[config.mk]
export PLATFORM = sky130hd
export DESIGN_NAME = multi_state_rotate_lcg_prng
export DESIGN_NICKNAME = d
export VERILOG_FILES = /design/src/rtl/msrl_pkg.sv /design/src/rtl/msrl_bank.sv /design/src/rtl/msrl_mac.sv /design/src/rtl/multi_state_rotate_lcg_prng.sv
export SDC_FILE = /design/constraint.sdc
export NUM_CORES = 1
export LEC_CHECK = 0
export ABC_AREA = 1
export BUFFER_PORTS_ARGS = -buffer_cell sky130_fd_sc_hd__buf_4
export CAP_MARGIN = 40
export CELL_PAD_IN_SITES_DETAIL_PLACEMENT = 1
export CELL_PAD_IN_SITES_GLOBAL_PLACEMENT = 2
export CORE_UTILIZATION = 35
export CTS_CLUSTER_DIAMETER = 120
export DETAILED_ROUTE_END_ITERATION = 8
export HOLD_SLACK_MARGIN = 0.12
export PLACE_DENSITY = 0.74
export SLEW_MARGIN = 10
export SYNTH_ARGS = -nofsm -noshare
export SYNTH_HDL_FRONTEND = slang
export SYNTH_HIERARCHICAL = 1
export SYNTH_SLANG_ARGS = --single-unit
[constraint.sdc]
create_clock -name clk_i -period 5.1 [get_ports clk_i]
set_input_delay 1.02 -clock clk_i [delete_from_list [all_inputs] [get_ports clk_i]]
set_output_delay 1.02 -clock clk_i [all_outputs]
set_load 0.05 [all_outputs]
[src/rtl/msrl_pkg.sv]
// ----------------------------------------------------------------------------
// msrl_pkg
// Shared constants, codes and types of the multi-state rotating LCG generator.
// ----------------------------------------------------------------------------
package msrl_pkg;

  // Number of byte states in the row.
  localparam int NUM_STATES = 8;
  localparam int IDX_W      = (NUM_STATES > 1) ? $clog2(NUM_STATES) : 1;

  // Field widths.
  localparam int BYTE_W    = 8;
  localparam int REQ_W     = 2;
  localparam int ROT_W     = 3;
  localparam int CFG_IDX_W = 2;

  // Request codes carried in the request kind field.
  localparam logic [REQ_W-1:0] REQ_GEN   = 2'd0;
  localparam logic [REQ_W-1:0] REQ_SEED  = 2'd1;
  localparam logic [REQ_W-1:0] REQ_CLEAR = 2'd2;

  // Configuration register indexes.
  localparam logic [CFG_IDX_W-1:0] CFG_MULT = 2'd0;
  localparam logic [CFG_IDX_W-1:0] CFG_INC  = 2'd1;
  localparam logic [CFG_IDX_W-1:0] CFG_ROT  = 2'd2;

  // Reset values of the configuration registers.
  localparam logic [BYTE_W-1:0] MULT_RST = 8'd5;
  localparam logic [BYTE_W-1:0] INC_RST  = 8'd1;
  localparam logic [ROT_W-1:0]  ROT_RST  = 3'd1;

  // Seed hashing constants: offset of the printable range and its weight.
  localparam logic [BYTE_W-1:0] SEED_OFFSET = 8'd32;
  localparam logic [BYTE_W-1:0] SEED_WEIGHT = 8'd3;
  localparam logic [BYTE_W-1:0] SEED_MAX    = 8'hFF;

  // Write and clear request from the sequencer to the state bank.
  typedef struct packed {
    logic              clr;
    logic              we;
    logic [IDX_W-1:0]  addr;
    logic [BYTE_W-1:0] data;
  } bank_wr_t;

endpackage

[src/rtl/msrl_bank.sv]
// ----------------------------------------------------------------------------
// msrl_bank
// Row of byte states with per-entry valid bits; a cleared entry reads as zero.
// ----------------------------------------------------------------------------
module msrl_bank (
  input  logic                           clk_i,
  input  logic                           rst_ni,
  input  msrl_pkg::bank_wr_t             wr_i,
  input  logic [msrl_pkg::IDX_W-1:0]     raddr_i,
  output logic [msrl_pkg::BYTE_W-1:0]    rdata_o
);

  logic [msrl_pkg::BYTE_W-1:0]     mem_q [msrl_pkg::NUM_STATES];
  logic [msrl_pkg::NUM_STATES-1:0] valid_q;

  // Valid bits: a clear drops them all at once, a write sets one.
  always_ff @(posedge clk_i or negedge rst_ni) begin
    if (!rst_ni) begin
      valid_q <= '0;
    end else if (wr_i.clr) begin
      valid_q <= '0;
    end else if (wr_i.we) begin
      valid_q[wr_i.addr] <= 1'b1;
    end
  end

  // Entry storage needs no reset.
  always_ff @(posedge clk_i) begin
    if (wr_i.we && !wr_i.clr) begin
      mem_q[wr_i.addr] <= wr_i.data;
    end
  end

  assign rdata_o = valid_q[raddr_i] ? mem_q[raddr_i] : '0;

endmodule

[src/rtl/msrl_mac.sv]
// ----------------------------------------------------------------------------
// msrl_mac
// Shared byte multiply-add unit: y = (a * b + c) mod 256, registered.
// ----------------------------------------------------------------------------
module msrl_mac (
  input  logic                        clk_i,
  input  logic                        en_i,
  input  logic [msrl_pkg::BYTE_W-1:0] a_i,
  input  logic [msrl_pkg::BYTE_W-1:0] b_i,
  input  logic [msrl_pkg::BYTE_W-1:0] c_i,
  output logic [msrl_pkg::BYTE_W-1:0] y_o
);

  logic [2*msrl_pkg::BYTE_W-1:0] prod;
  logic [msrl_pkg::BYTE_W-1:0]   y_d;
  logic [msrl_pkg::BYTE_W-1:0]   y_q;

  // Only the low byte of the product matters.
  assign prod = a_i * b_i;
  assign y_d  = prod[msrl_pkg::BYTE_W-1:0] + c_i;

  always_ff @(posedge clk_i) begin
    if (en_i) begin
      y_q <= y_d;
    end
  end

  assign y_o = y_q;

endmodule

[src/rtl/multi_state_rotate_lcg_prng.sv]
// ----------------------------------------------------------------------------
// multi_state_rotate_lcg_prng
// Byte generator over a row of rotating LCG states, with string seeding.
// ----------------------------------------------------------------------------
//
//  Channel  | Direction | Handshake             | Payload
//  ---------+-----------+-----------------------+------------------------------
//  s_*      | in        | s_tvalid_i/s_tready_o | tdata: seed_char; tuser: kind
//  m_*      | out       | m_tvalid_o/m_tready_i | tdata: value
//  cfg_*    | in        | cfg_valid_i/cfg_ready_o | cfg_index_i, cfg_data_i
//
// One request is worked at a time by a sequencer around one shared multiply-add.
// Generate walks 1 to NUM_STATES states by GEN_MUL, GEN_ACC; all end in DONE.
// Seed: MIX_MUL, MIX_WR for a first character, HASH_MUL, HASH_WR if hashed.
// The output register holds a finished result, so one more request can be taken
// while it waits; that request then stalls in DONE until the result
// is taken. Reset clears states, sums and handshakes; config is always ready.
module multi_state_rotate_lcg_prng (
  input  logic                               clk_i,
  input  logic                               rst_ni,
  // Request stream.
  input  logic                               s_tvalid_i,
  output logic                               s_tready_o,
  input  logic [7:0]                         s_tdata_i,   // [7:0] seed_char
  input  logic [2:0]                         s_tuser_i,   // [1:0] req_type, [2] seed_first
  // Result stream.
  output logic                               m_tvalid_o,
  input  logic                               m_tready_i,
  output logic [7:0]                         m_tdata_o,   // [7:0] value
  // Configuration writes.
  input  logic                               cfg_valid_i,
  output logic                               cfg_ready_o,
  input  logic [msrl_pkg::CFG_IDX_W-1:0]     cfg_index_i,
  input  logic [msrl_pkg::BYTE_W-1:0]        cfg_data_i
);

  localparam int ST_W = 3;
  localparam logic [ST_W-1:0] ST_IDLE     = 3'd0;
  localparam logic [ST_W-1:0] ST_GEN_MUL  = 3'd1;
  localparam logic [ST_W-1:0] ST_GEN_ACC  = 3'd2;
  localparam logic [ST_W-1:0] ST_MIX_MUL  = 3'd3;
  localparam logic [ST_W-1:0] ST_MIX_WR   = 3'd4;
  localparam logic [ST_W-1:0] ST_HASH_MUL = 3'd5;
  localparam logic [ST_W-1:0] ST_HASH_WR  = 3'd6;
  localparam logic [ST_W-1:0] ST_DONE     = 3'd7;

  localparam logic [msrl_pkg::IDX_W-1:0] IDX_LAST =
    msrl_pkg::IDX_W'(msrl_pkg::NUM_STATES - 1);

  logic [ST_W-1:0]                 state_q, state_d;
  logic [msrl_pkg::BYTE_W-1:0]     mult_q, inc_q;
  logic [msrl_pkg::ROT_W-1:0]      rot_q;
  logic [msrl_pkg::BYTE_W-1:0]     char_q, char_d;
  logic [msrl_pkg::BYTE_W-1:0]     mix_q, mix_d;
  logic [msrl_pkg::BYTE_W-1:0]     seed_sum_q, seed_sum_d;
  logic [msrl_pkg::BYTE_W-1:0]     seed_cnt_q, seed_cnt_d;
  logic [msrl_pkg::IDX_W-1:0]      seed_idx_q, seed_idx_d;
  logic                            seed_open_q, seed_open_d;
  logic [msrl_pkg::IDX_W-1:0]      gen_idx_q, gen_idx_d;
  logic                            out_valid_q, out_valid_d;
  logic [msrl_pkg::BYTE_W-1:0]     out_data_q, out_data_d;

  logic                            in_fire;
  logic [msrl_pkg::REQ_W-1:0]      in_req;
  logic                            in_first;
  msrl_pkg::bank_wr_t              bank_wr;
  logic [msrl_pkg::BYTE_W-1:0]     bank_rd;
  logic [2*msrl_pkg::BYTE_W-1:0]   rot_wide;
  logic [msrl_pkg::BYTE_W-1:0]     rot_val;
  logic                            mac_en;
  logic [msrl_pkg::BYTE_W-1:0]     mac_a, mac_b, mac_c, mac_y;

  assign in_req     = s_tuser_i[1:0];
  assign in_first   = s_tuser_i[2];
  assign s_tready_o = (state_q == ST_IDLE);
  assign in_fire    = s_tvalid_i && s_tready_o;
  assign cfg_ready_o = 1'b1;
  assign m_tvalid_o = out_valid_q;
  assign m_tdata_o  = out_data_q;

  // Right rotation of the addressed state.
  assign rot_wide = {bank_rd, bank_rd} >> rot_q;
  assign rot_val  = rot_wide[msrl_pkg::BYTE_W-1:0];

  msrl_bank u_bank (
    .clk_i   (clk_i),
    .rst_ni  (rst_ni),
    .wr_i    (bank_wr),
    .raddr_i (gen_idx_q),
    .rdata_o (bank_rd)
  );

  msrl_mac u_mac (
    .clk_i (clk_i),
    .en_i  (mac_en),
    .a_i   (mac_a),
    .b_i   (mac_b),
    .c_i   (mac_c),
    .y_o   (mac_y)
  );

  // Operand selection for the shared multiply-add.
  always_comb begin
    mac_en = 1'b0;
    mac_a  = rot_val;
    mac_b  = mult_q;
    mac_c  = inc_q;
    case (state_q)
      ST_GEN_MUL: begin
        mac_en = 1'b1;
      end
      ST_MIX_MUL: begin
        mac_en = 1'b1;
        mac_a  = char_q;
      end
      ST_HASH_MUL: begin
        mac_en = 1'b1;
        mac_a  = char_q - msrl_pkg::SEED_OFFSET;
        mac_b  = msrl_pkg::SEED_WEIGHT;
        mac_c  = seed_sum_q;
      end
      default: begin
        mac_en = 1'b0;
      end
    endcase
  end

  // Sequencer.
  always_comb begin
    state_d     = state_q;
    char_d      = char_q;
    mix_d       = mix_q;
    seed_sum_d  = seed_sum_q;
    seed_cnt_d  = seed_cnt_q;
    seed_idx_d  = seed_idx_q;
    seed_open_d = seed_open_q;
    gen_idx_d   = gen_idx_q;
    out_valid_d = out_valid_q && !m_tready_i;
    out_data_d  = out_data_q;
    bank_wr     = '0;

    case (state_q)
      ST_IDLE: begin
        if (in_fire) begin
          char_d  = s_tdata_i;
          case (in_req)
            msrl_pkg::REQ_GEN: begin
              gen_idx_d = '0;
              state_d   = ST_GEN_MUL;
            end
            msrl_pkg::REQ_SEED: begin
              if (in_first) begin
                bank_wr.clr = 1'b1;
                seed_sum_d  = '0;
                seed_cnt_d  = '0;
                seed_idx_d  = '0;
                seed_open_d = (s_tdata_i != '0);
                state_d     = ST_MIX_MUL;
              end else if (seed_open_q) begin
                if (s_tdata_i == '0) begin
                  seed_open_d = 1'b0;
                  state_d     = ST_DONE;
                end else begin
                  state_d = ST_HASH_MUL;
                end
              end else begin
                state_d = ST_DONE;
              end
            end
            msrl_pkg::REQ_CLEAR: begin
              bank_wr.clr = 1'b1;
              seed_open_d = 1'b0;
              state_d     = ST_DONE;
            end
            default: begin
              state_d = ST_DONE;
            end
          endcase
        end
      end
      ST_GEN_MUL: begin
        state_d = ST_GEN_ACC;
      end
      // Store the new state, fold it into the running byte, decide on exit.
      ST_GEN_ACC: begin
        bank_wr.we   = 1'b1;
        bank_wr.addr = gen_idx_q;
        bank_wr.data = mac_y;
        mix_d        = mix_q + mac_y;
        if ((mac_y == '0) || (mac_y[4:0] != '0) || (gen_idx_q == IDX_LAST)) begin
          state_d = ST_DONE;
        end else begin
          gen_idx_d = gen_idx_q + 1'b1;
          state_d   = ST_GEN_MUL;
        end
      end
      ST_MIX_MUL: begin
        state_d = ST_MIX_WR;
      end
      ST_MIX_WR: begin
        mix_d   = mac_y;
        state_d = seed_open_q ? ST_HASH_MUL : ST_DONE;
      end
      ST_HASH_MUL: begin
        state_d = ST_HASH_WR;
      end
      // Hash step: new sum goes to the next state slot in turn.
      ST_HASH_WR: begin
        seed_sum_d   = mac_y;
        bank_wr.we   = 1'b1;
        bank_wr.addr = seed_idx_q;
        bank_wr.data = mac_y;
        seed_cnt_d   = seed_cnt_q + 1'b1;
        seed_idx_d   = (seed_idx_q == IDX_LAST) ? '0 : seed_idx_q + 1'b1;
        if (seed_cnt_d == msrl_pkg::SEED_MAX) begin
          seed_open_d = 1'b0;
        end
        state_d = ST_DONE;
      end
      // Hand the running byte to the output register once it is free.
      ST_DONE: begin
        if (!out_valid_q || m_tready_i) begin
          out_valid_d = 1'b1;
          out_data_d  = mix_q;
          state_d     = ST_IDLE;
        end
      end
      default: begin
        state_d = ST_IDLE;
      end
    endcase
  end

  // Control and running state.
  always_ff @(posedge clk_i or negedge rst_ni) begin
    if (!rst_ni) begin
      state_q     <= ST_IDLE;
      mix_q       <= '0;
      seed_sum_q  <= '0;
      seed_cnt_q  <= '0;
      seed_idx_q  <= '0;
      seed_open_q <= 1'b0;
      gen_idx_q   <= '0;
      out_valid_q <= 1'b0;
    end else begin
      state_q     <= state_d;
      mix_q       <= mix_d;
      seed_sum_q  <= seed_sum_d;
      seed_cnt_q  <= seed_cnt_d;
      seed_idx_q  <= seed_idx_d;
      seed_open_q <= seed_open_d;
      gen_idx_q   <= gen_idx_d;
      out_valid_q <= out_valid_d;
    end
  end

  // Payload registers.
  always_ff @(posedge clk_i) begin
    char_q     <= char_d;
    out_data_q <= out_data_d;
  end

  // Configuration registers.
  always_ff @(posedge clk_i or negedge rst_ni) begin
    if (!rst_ni) begin
      mult_q <= msrl_pkg::MULT_RST;
      inc_q  <= msrl_pkg::INC_RST;
      rot_q  <= msrl_pkg::ROT_RST;
    end else if (cfg_valid_i && cfg_ready_o) begin
      case (cfg_index_i)
        msrl_pkg::CFG_MULT: mult_q <= cfg_data_i;
        msrl_pkg::CFG_INC:  inc_q  <= cfg_data_i;
        msrl_pkg::CFG_ROT:  rot_q  <= cfg_data_i[msrl_pkg::ROT_W-1:0];
        default: begin
        end
      endcase
    end
  end

endmodule

-- Word-level counts from Yosys, hierarchy flattened
Memories as Yosys holds them, arrays and structs flattened.
Cells that the tools add are included.
- flip-flop bits (word level): 86
- RAM bits: 64
- bits of input ports: 26
- output and inout bits: 11
- memories: 1
- add/sub/neg operators: 6
- $mul: 1
- $lt $le $gt $ge: 3
- equality and inequality tests: 22
- shift operators: 1
- mux-type cells: 51
- bitwise logic cells: 1
- reductions and logical operators: 31
- memory list (memory ; words ; width ; rd ports ; clocked after memory_dff ; write ports ; RTL line ; text):
    u_bank.mem_q ; 8 ; 8 ; 1 ; 0 ; 1 ; msrl_bank.sv:13 ; logic [msrl_pkg::BYTE_W-1:0] mem_q [msrl_pkg::NUM_STATES];
- operators with widths (operator ; number):
    two-way mux 8 bit ; 8
    one-hot mux 8 bit (2 select lines) ; 4
    two-way mux 3 bit ; 12
    one-hot mux 12 bit (2 select lines) ; 1
    one-hot mux 3 bit (8 select lines) ; 1
    == test 3 bit (second input constant) ; 6
    one-hot mux 3 bit (2 select lines) ; 3
    adder 8 bit ; 2
    zero test 8 bit ; 2
    right shift 16 x 3 -> 8 bit ; 1
    two-way mux 1 bit ; 15
    AND reduction 2 bit ; 6
    AND reduction 4 bit ; 3
    adder 8 x 1 -> 8 bit (second input constant) ; 1
    == test 8 bit (second input constant) ; 1
    < comparator 3 x 4 -> 1 bit (second input constant) ; 2
    multiplier 8 x 8 -> 8 bit ; 1
    != test 2 x 1 -> 1 bit (second input constant) ; 4
    bitwise OR 8 bit ; 1
    nonzero test 2 bit ; 4
    nonzero test 8 bit ; 1
    subtractor 8 x 6 -> 8 bit (second input constant) ; 1
    adder 3 x 1 -> 3 bit (second input constant) ; 2
    == test 3 x 2 -> 1 bit (second input constant) ; 2
    other kinds (17) ; 32

-- Longest topological paths before layout
- word-level depth: 9
- depth in mapped cells: 37

-- Cells and area by module
Netlist, hierarchy kept.
- modules (own cells, without submodules) (module ; times used ; cells an instance ; area each (sq um) ; sequential area each (sq um)):
    multi_state_rotate_lcg_prng ; 1 ; 508 ; 4136.5 ; 1836.8
    msrl_bank ; 1 ; 355 ; 3313.2 ; 2122.0
    msrl_mac ; 1 ; 194 ; 1461.4 ; 240.2

-- Least setup slack after synthesis
OpenSTA, ideal clock, no wires.
- path type: register to register
- start: register gen_idx_q[0] (netlist bit)
- end: register u_mac.y_q (netlist bit u_mac/y_o[7]) (data pin)
- arrival time: 4820 ps
- required time: 4851 ps
- setup slack: 30 ps
- cell stages (with the launch flop): 37
- buffers on the path: 2
- path through: dfrtp_1 buf_6 inv_4 buf_6 nand2_1 nand3_1 nand2_1 nand2_1 nand2_1 nand2_1 inv_1 or2_2 o21ai_0 nand2_1 o21ai_0 nand2_1 nand3_1 o211ai_1 nand2_1 fa_1 inv_1 fa_1 inv_1 fa_1 fa_1 inv_1 ha_1 a21oi_1 nand2_1 inv_1 nand2_1 nand2_2 nand3_1 nand2_1 nand2_1 nand2_1 inv_1
- longest elaborated chain between the ends: 7
- ends and longest elaborated chain (what ; RTL line ; text):
    start, declared ; multi_state_rotate_lcg_prng.sv:59 ; logic [msrl_pkg::IDX_W-1:0] gen_idx_q, gen_idx_d;
    start signal, assigned ; multi_state_rotate_lcg_prng.sv:252 ; gen_idx_q <= gen_idx_d;
    binary-select mux 1 bit (select 3 bit) ; msrl_bank.sv:34 ; assign rdata_o = valid_q[raddr_i] ? mem_q[raddr_i] : '0;
    two-way mux 1 bit (implied by the code) ; msrl_bank.sv:34 ;
    two-way mux 8 bit (*) ; msrl_bank.sv:34 ;
    net bank_rd, one bit ; multi_state_rotate_lcg_prng.sv:67 ; logic [msrl_pkg::BYTE_W-1:0] bank_rd;
    right shift 16 x 3 -> 8 bit (*) ; multi_state_rotate_lcg_prng.sv:82 ; assign rot_wide = {bank_rd, bank_rd} >> rot_q;
    one-hot mux 8 bit (2 select lines) (*) ; multi_state_rotate_lcg_prng.sv:108 ; case (state_q)
    net mac_a, one bit ; multi_state_rotate_lcg_prng.sv:71 ; logic [msrl_pkg::BYTE_W-1:0] mac_a, mac_b, mac_c, mac_y;
    multiplier 8 x 8 -> 8 bit (*) ; msrl_mac.sv:19 ; assign prod = a_i * b_i;
    adder 8 bit (*) ; msrl_mac.sv:20 ; assign y_d = prod[msrl_pkg::BYTE_W-1:0] + c_i;
    net u_mac.y_d, one bit ; msrl_mac.sv:15 ; logic [msrl_pkg::BYTE_W-1:0] y_d;
    end signal, assigned ; msrl_mac.sv:24 ; y_q <= y_d;
    end, declared ; msrl_mac.sv:16 ; logic [msrl_pkg::BYTE_W-1:0] y_q;
Mark *: on every way through the listed nets, which the timed path passes. The rest lies on a longest branch. The select of a mux whose other input is x is not followed.
A chain may end at the register's enable or synchronous reset.

-- Worst setup path after layout
Same ends and word-level chain as after synthesis.

==> metrics.md <==
| Metric | Value |
|---|---|
| Clock latency on the worst-skew pair | 0.44 ns |
| Synth-to-Final Area Change | 24.0% |
| Dpl hpwl | 18400 um |
| Netlist cell types | 47 |
| Vias in the first global route | 7407 |
| Peak fanout along the critical path | 6 |
| Outcome | complete, but fails checks |
| Share of layout cells above drive strength 1 | 24.2% |
| Post-synthesis average cell area | 8.43 um^2 |
| Clk_skew | 0.0204 ns |
| Yosys reg bits | 150 |
| Slew @ Worst Pin | 0.719 ns |
| Final Critical Period | 5.38 ns |
| Fin Setup TNS | -0.278 ns |
| # H-tree levels | 4 |
| Failing checks | negative setup slack |
| Max-Cap Viols | 0 |
| GP Congestion | 0.863 |
| Worst setup SP type | flop |
| Drt wl/cell | 16.9 um |
| Main combinational cell family by area after synthesis | simple AND/OR/NAND/NOR gates |
| Slowest cell delay on critical path | 0.54 ns |
| Area share of fa/ha/maj cells after synthesis | 9.04% |
| Post-synthesis compound-gate area fraction | 7.86% |
| Setup Crit Path Kind | flop to flop |
| FF-to-FF setup slack | -0.28 ns |
| Synth top area share | 29.7% |
| Core area | 25100 um^2 |
| Crit. End Element | flop |
| Root Buffer Master | clkbuf_16 |
| Pin count of the biggest net entering global routing | 40 |
| TritonCTS clock tree | built |
| Final hold viol count | 0 |
| Hold WC Path Type | flop to flop |
| First-pass GRT wire length | 40600 um |
| WHS | 0.484 ns |
| Total track usage | 20.6% |
| Largest area contributor in the netlist | edfxtp_1 |
| Final period utilization | 105% |
| Worst path required time | 5.29 ns |
| Routed Antenna Nets | 0 |
| # port buffers | 35 |
| # setup viols final | 1 |
| Cell row count | 58 |
| DRC Markers | 0 |
| CP arrival | 5.56 ns |
| Clk slew on worst S/H paths | 0.07 ns |
| Global route overflow | 0 |
| Met3 routed WL | 818 um |
| Ys async rst share | 41.3% |
| Synth Flop Type | edfxtp_1 |
| Commonest non-fill, non-tap cell in the layout | nand2_1 |
| Top Layer Used | met4 |
| RSZ-0062 raised after global routing | yes |
| Met2 wire len | 12200 um |
| # clock sinks | 150 |
| Die height | 162 um |
| Initial Util | 35.5% |
| Final Max Tran Viols | 0 |
| Slowest-stage cell, CP | fa_1 |
| Fmax | 0.186 GHz |
| Drt first pass iters | 5 |
| Final antenna diode count | 0 |
| Crit-path most repeated cell | nand2_1 |
| Cts hold-fix bufs | 0 |
| Final wirelength | 25400 um |
| Sum of routed wire segments on met1 | 12200 um |
| Ports | 37 |
| Num CTS Buffers | 17 |
| Most frequent cells in the layout | nand2_1 (288), inv_1 (202), buf_4 (92), edfxtp_1 (88) |
| Cell Area, Synth | 8910 um^2 |
| Via density | 4.71 |
| Sequential element share of the synthesized area | 47.1% |
| Antenna violations before repair | 0 |
| Post-synthesis xor/xnor area fraction | 1.08% |
| Full die area | 26100 um^2 |
| Net Count, Synth | 1136 |
| Synth Warn # | 6 |
| Synth Instances | 1057 |
| Die X | 162 um |
| Slew margin rel. | 51.9% |
| Drt first-iter violations | 329 |
| Clk buf depth | 2 |
| Total vias in the final route | 7085 |
| Setup ws final | -0.278 ns |
| Fin nets | 1240 |
| Ranking of synthesized cells by area | edfxtp_1 (30%), dfrtp_1 (16%), nand2_1 (14%) |
| Synth Area in Simple Gates | 22.8% |
| Multiplexer area fraction after synthesis | 0% |
| Post-synth EDFFs | 88 |
cells in the mapped netlist (all sizes together), types with 5 or more instances:
library cell  count
a21oi             8
buf              22
clkbuf            6
dfrtp            58
edfxtp           88
fa               19
ha               34
inv             223
nand2           342
nand3            75
nor2             47
o21ai            60
o221ai            5
o22a              5
o22ai            21
xor2              7
kinds of logic (layout without fill, tap and decap cells):
family | Yosys count | in the layout
AOI/OAI and AO/OA | 108 | 108
other | 1 | 1
and+or+nand+nor | 481 | 481
xor gates and xnor gates | 11 | 11
DFF | 150 | 150
adders and majority gates | 53 | 53
buffers and inverters | 253 | 370
routing by layer:
layer  track usage [%]  up-vias
li1                  -     3528
met1              28.6     3453
met2              33.4       92
met3              3.42       12
met4              4.97        0
met5                 0        -
timing repair:
action / in CTS / in global routing
buffers inserted: 11 / 5
cloned: 4 / 0
gates resized for setup: 66 / 56
pin swaps: 43 / 31
setup endpoints to repair: 2 / 4
layout make-up:
class,instances,area (um^2)
Tap cell,330,413
Fill cell,2971,14100
Inverter,225,870
Timing Repair inverter,1,7.51
Clock buffer,17,425
Timing Repair Buffer,112,1020
Clock inverter,15,163
Sequential cell,150,4200
Multi-Input combinational cell,654,3950
final timing paths:
kind,from,to,depth (start not counted)
max in group asynchronous,rst_ni,rot_q[0],2
hold / removal,mult_q[1],mult_q[1],2
setup / recovery,gen_idx_q[0],u_mac/y_o[7],34
min in group asynchronous,rst_ni,mult_q[5],1
hold reg to reg,mult_q[1],mult_q[1],2
setup reg to reg,gen_idx_q[0],u_mac/y_o[7],34
registers in the layout, summed over array words and instances, names as in the netlist:
name            cells
u_bank/mem_q       64
char_q              8
inc_q               8
m_tdata_o           8
mix_q               8
mult_q              8
seed_cnt_q          8
seed_sum_q          8
u_bank/valid_q      8
u_mac/y_o           8
gen_idx_q           3
rot_q               3
seed_idx_q          3
state_q             3
m_tvalid_o          1
seed_open_q         1
worst max-delay path, delay by kind of cell (launching register included):
| family | cells | cell delay, ns |
|---|---|---|
| simple gates | 17 | 1.44 |
| buf+inv | 8 | 0.84 |
| flops | 1 | 0.44 |
| compound gates | 3 | 0.40 |
| fa+ha+maj | 6 | 2.03 |
metrics by stage:
step	area (um^2)	setup slack (ns)	utilization, %	instances
after global routing	11000	-0.573	44.0	1504
after global placement	9790	-0.356	39.0	1442
after CTS	10900	-0.264	43.2	1499
after floorplan	8910	0.0304	-	1057
after detailed placement	9890	-0.477	39.4	1452
final	11000	-0.278	44.0	1504
Power is not shown: default switching activity piles up to over one toggle a cycle in this logic, so the estimate is an artifact.
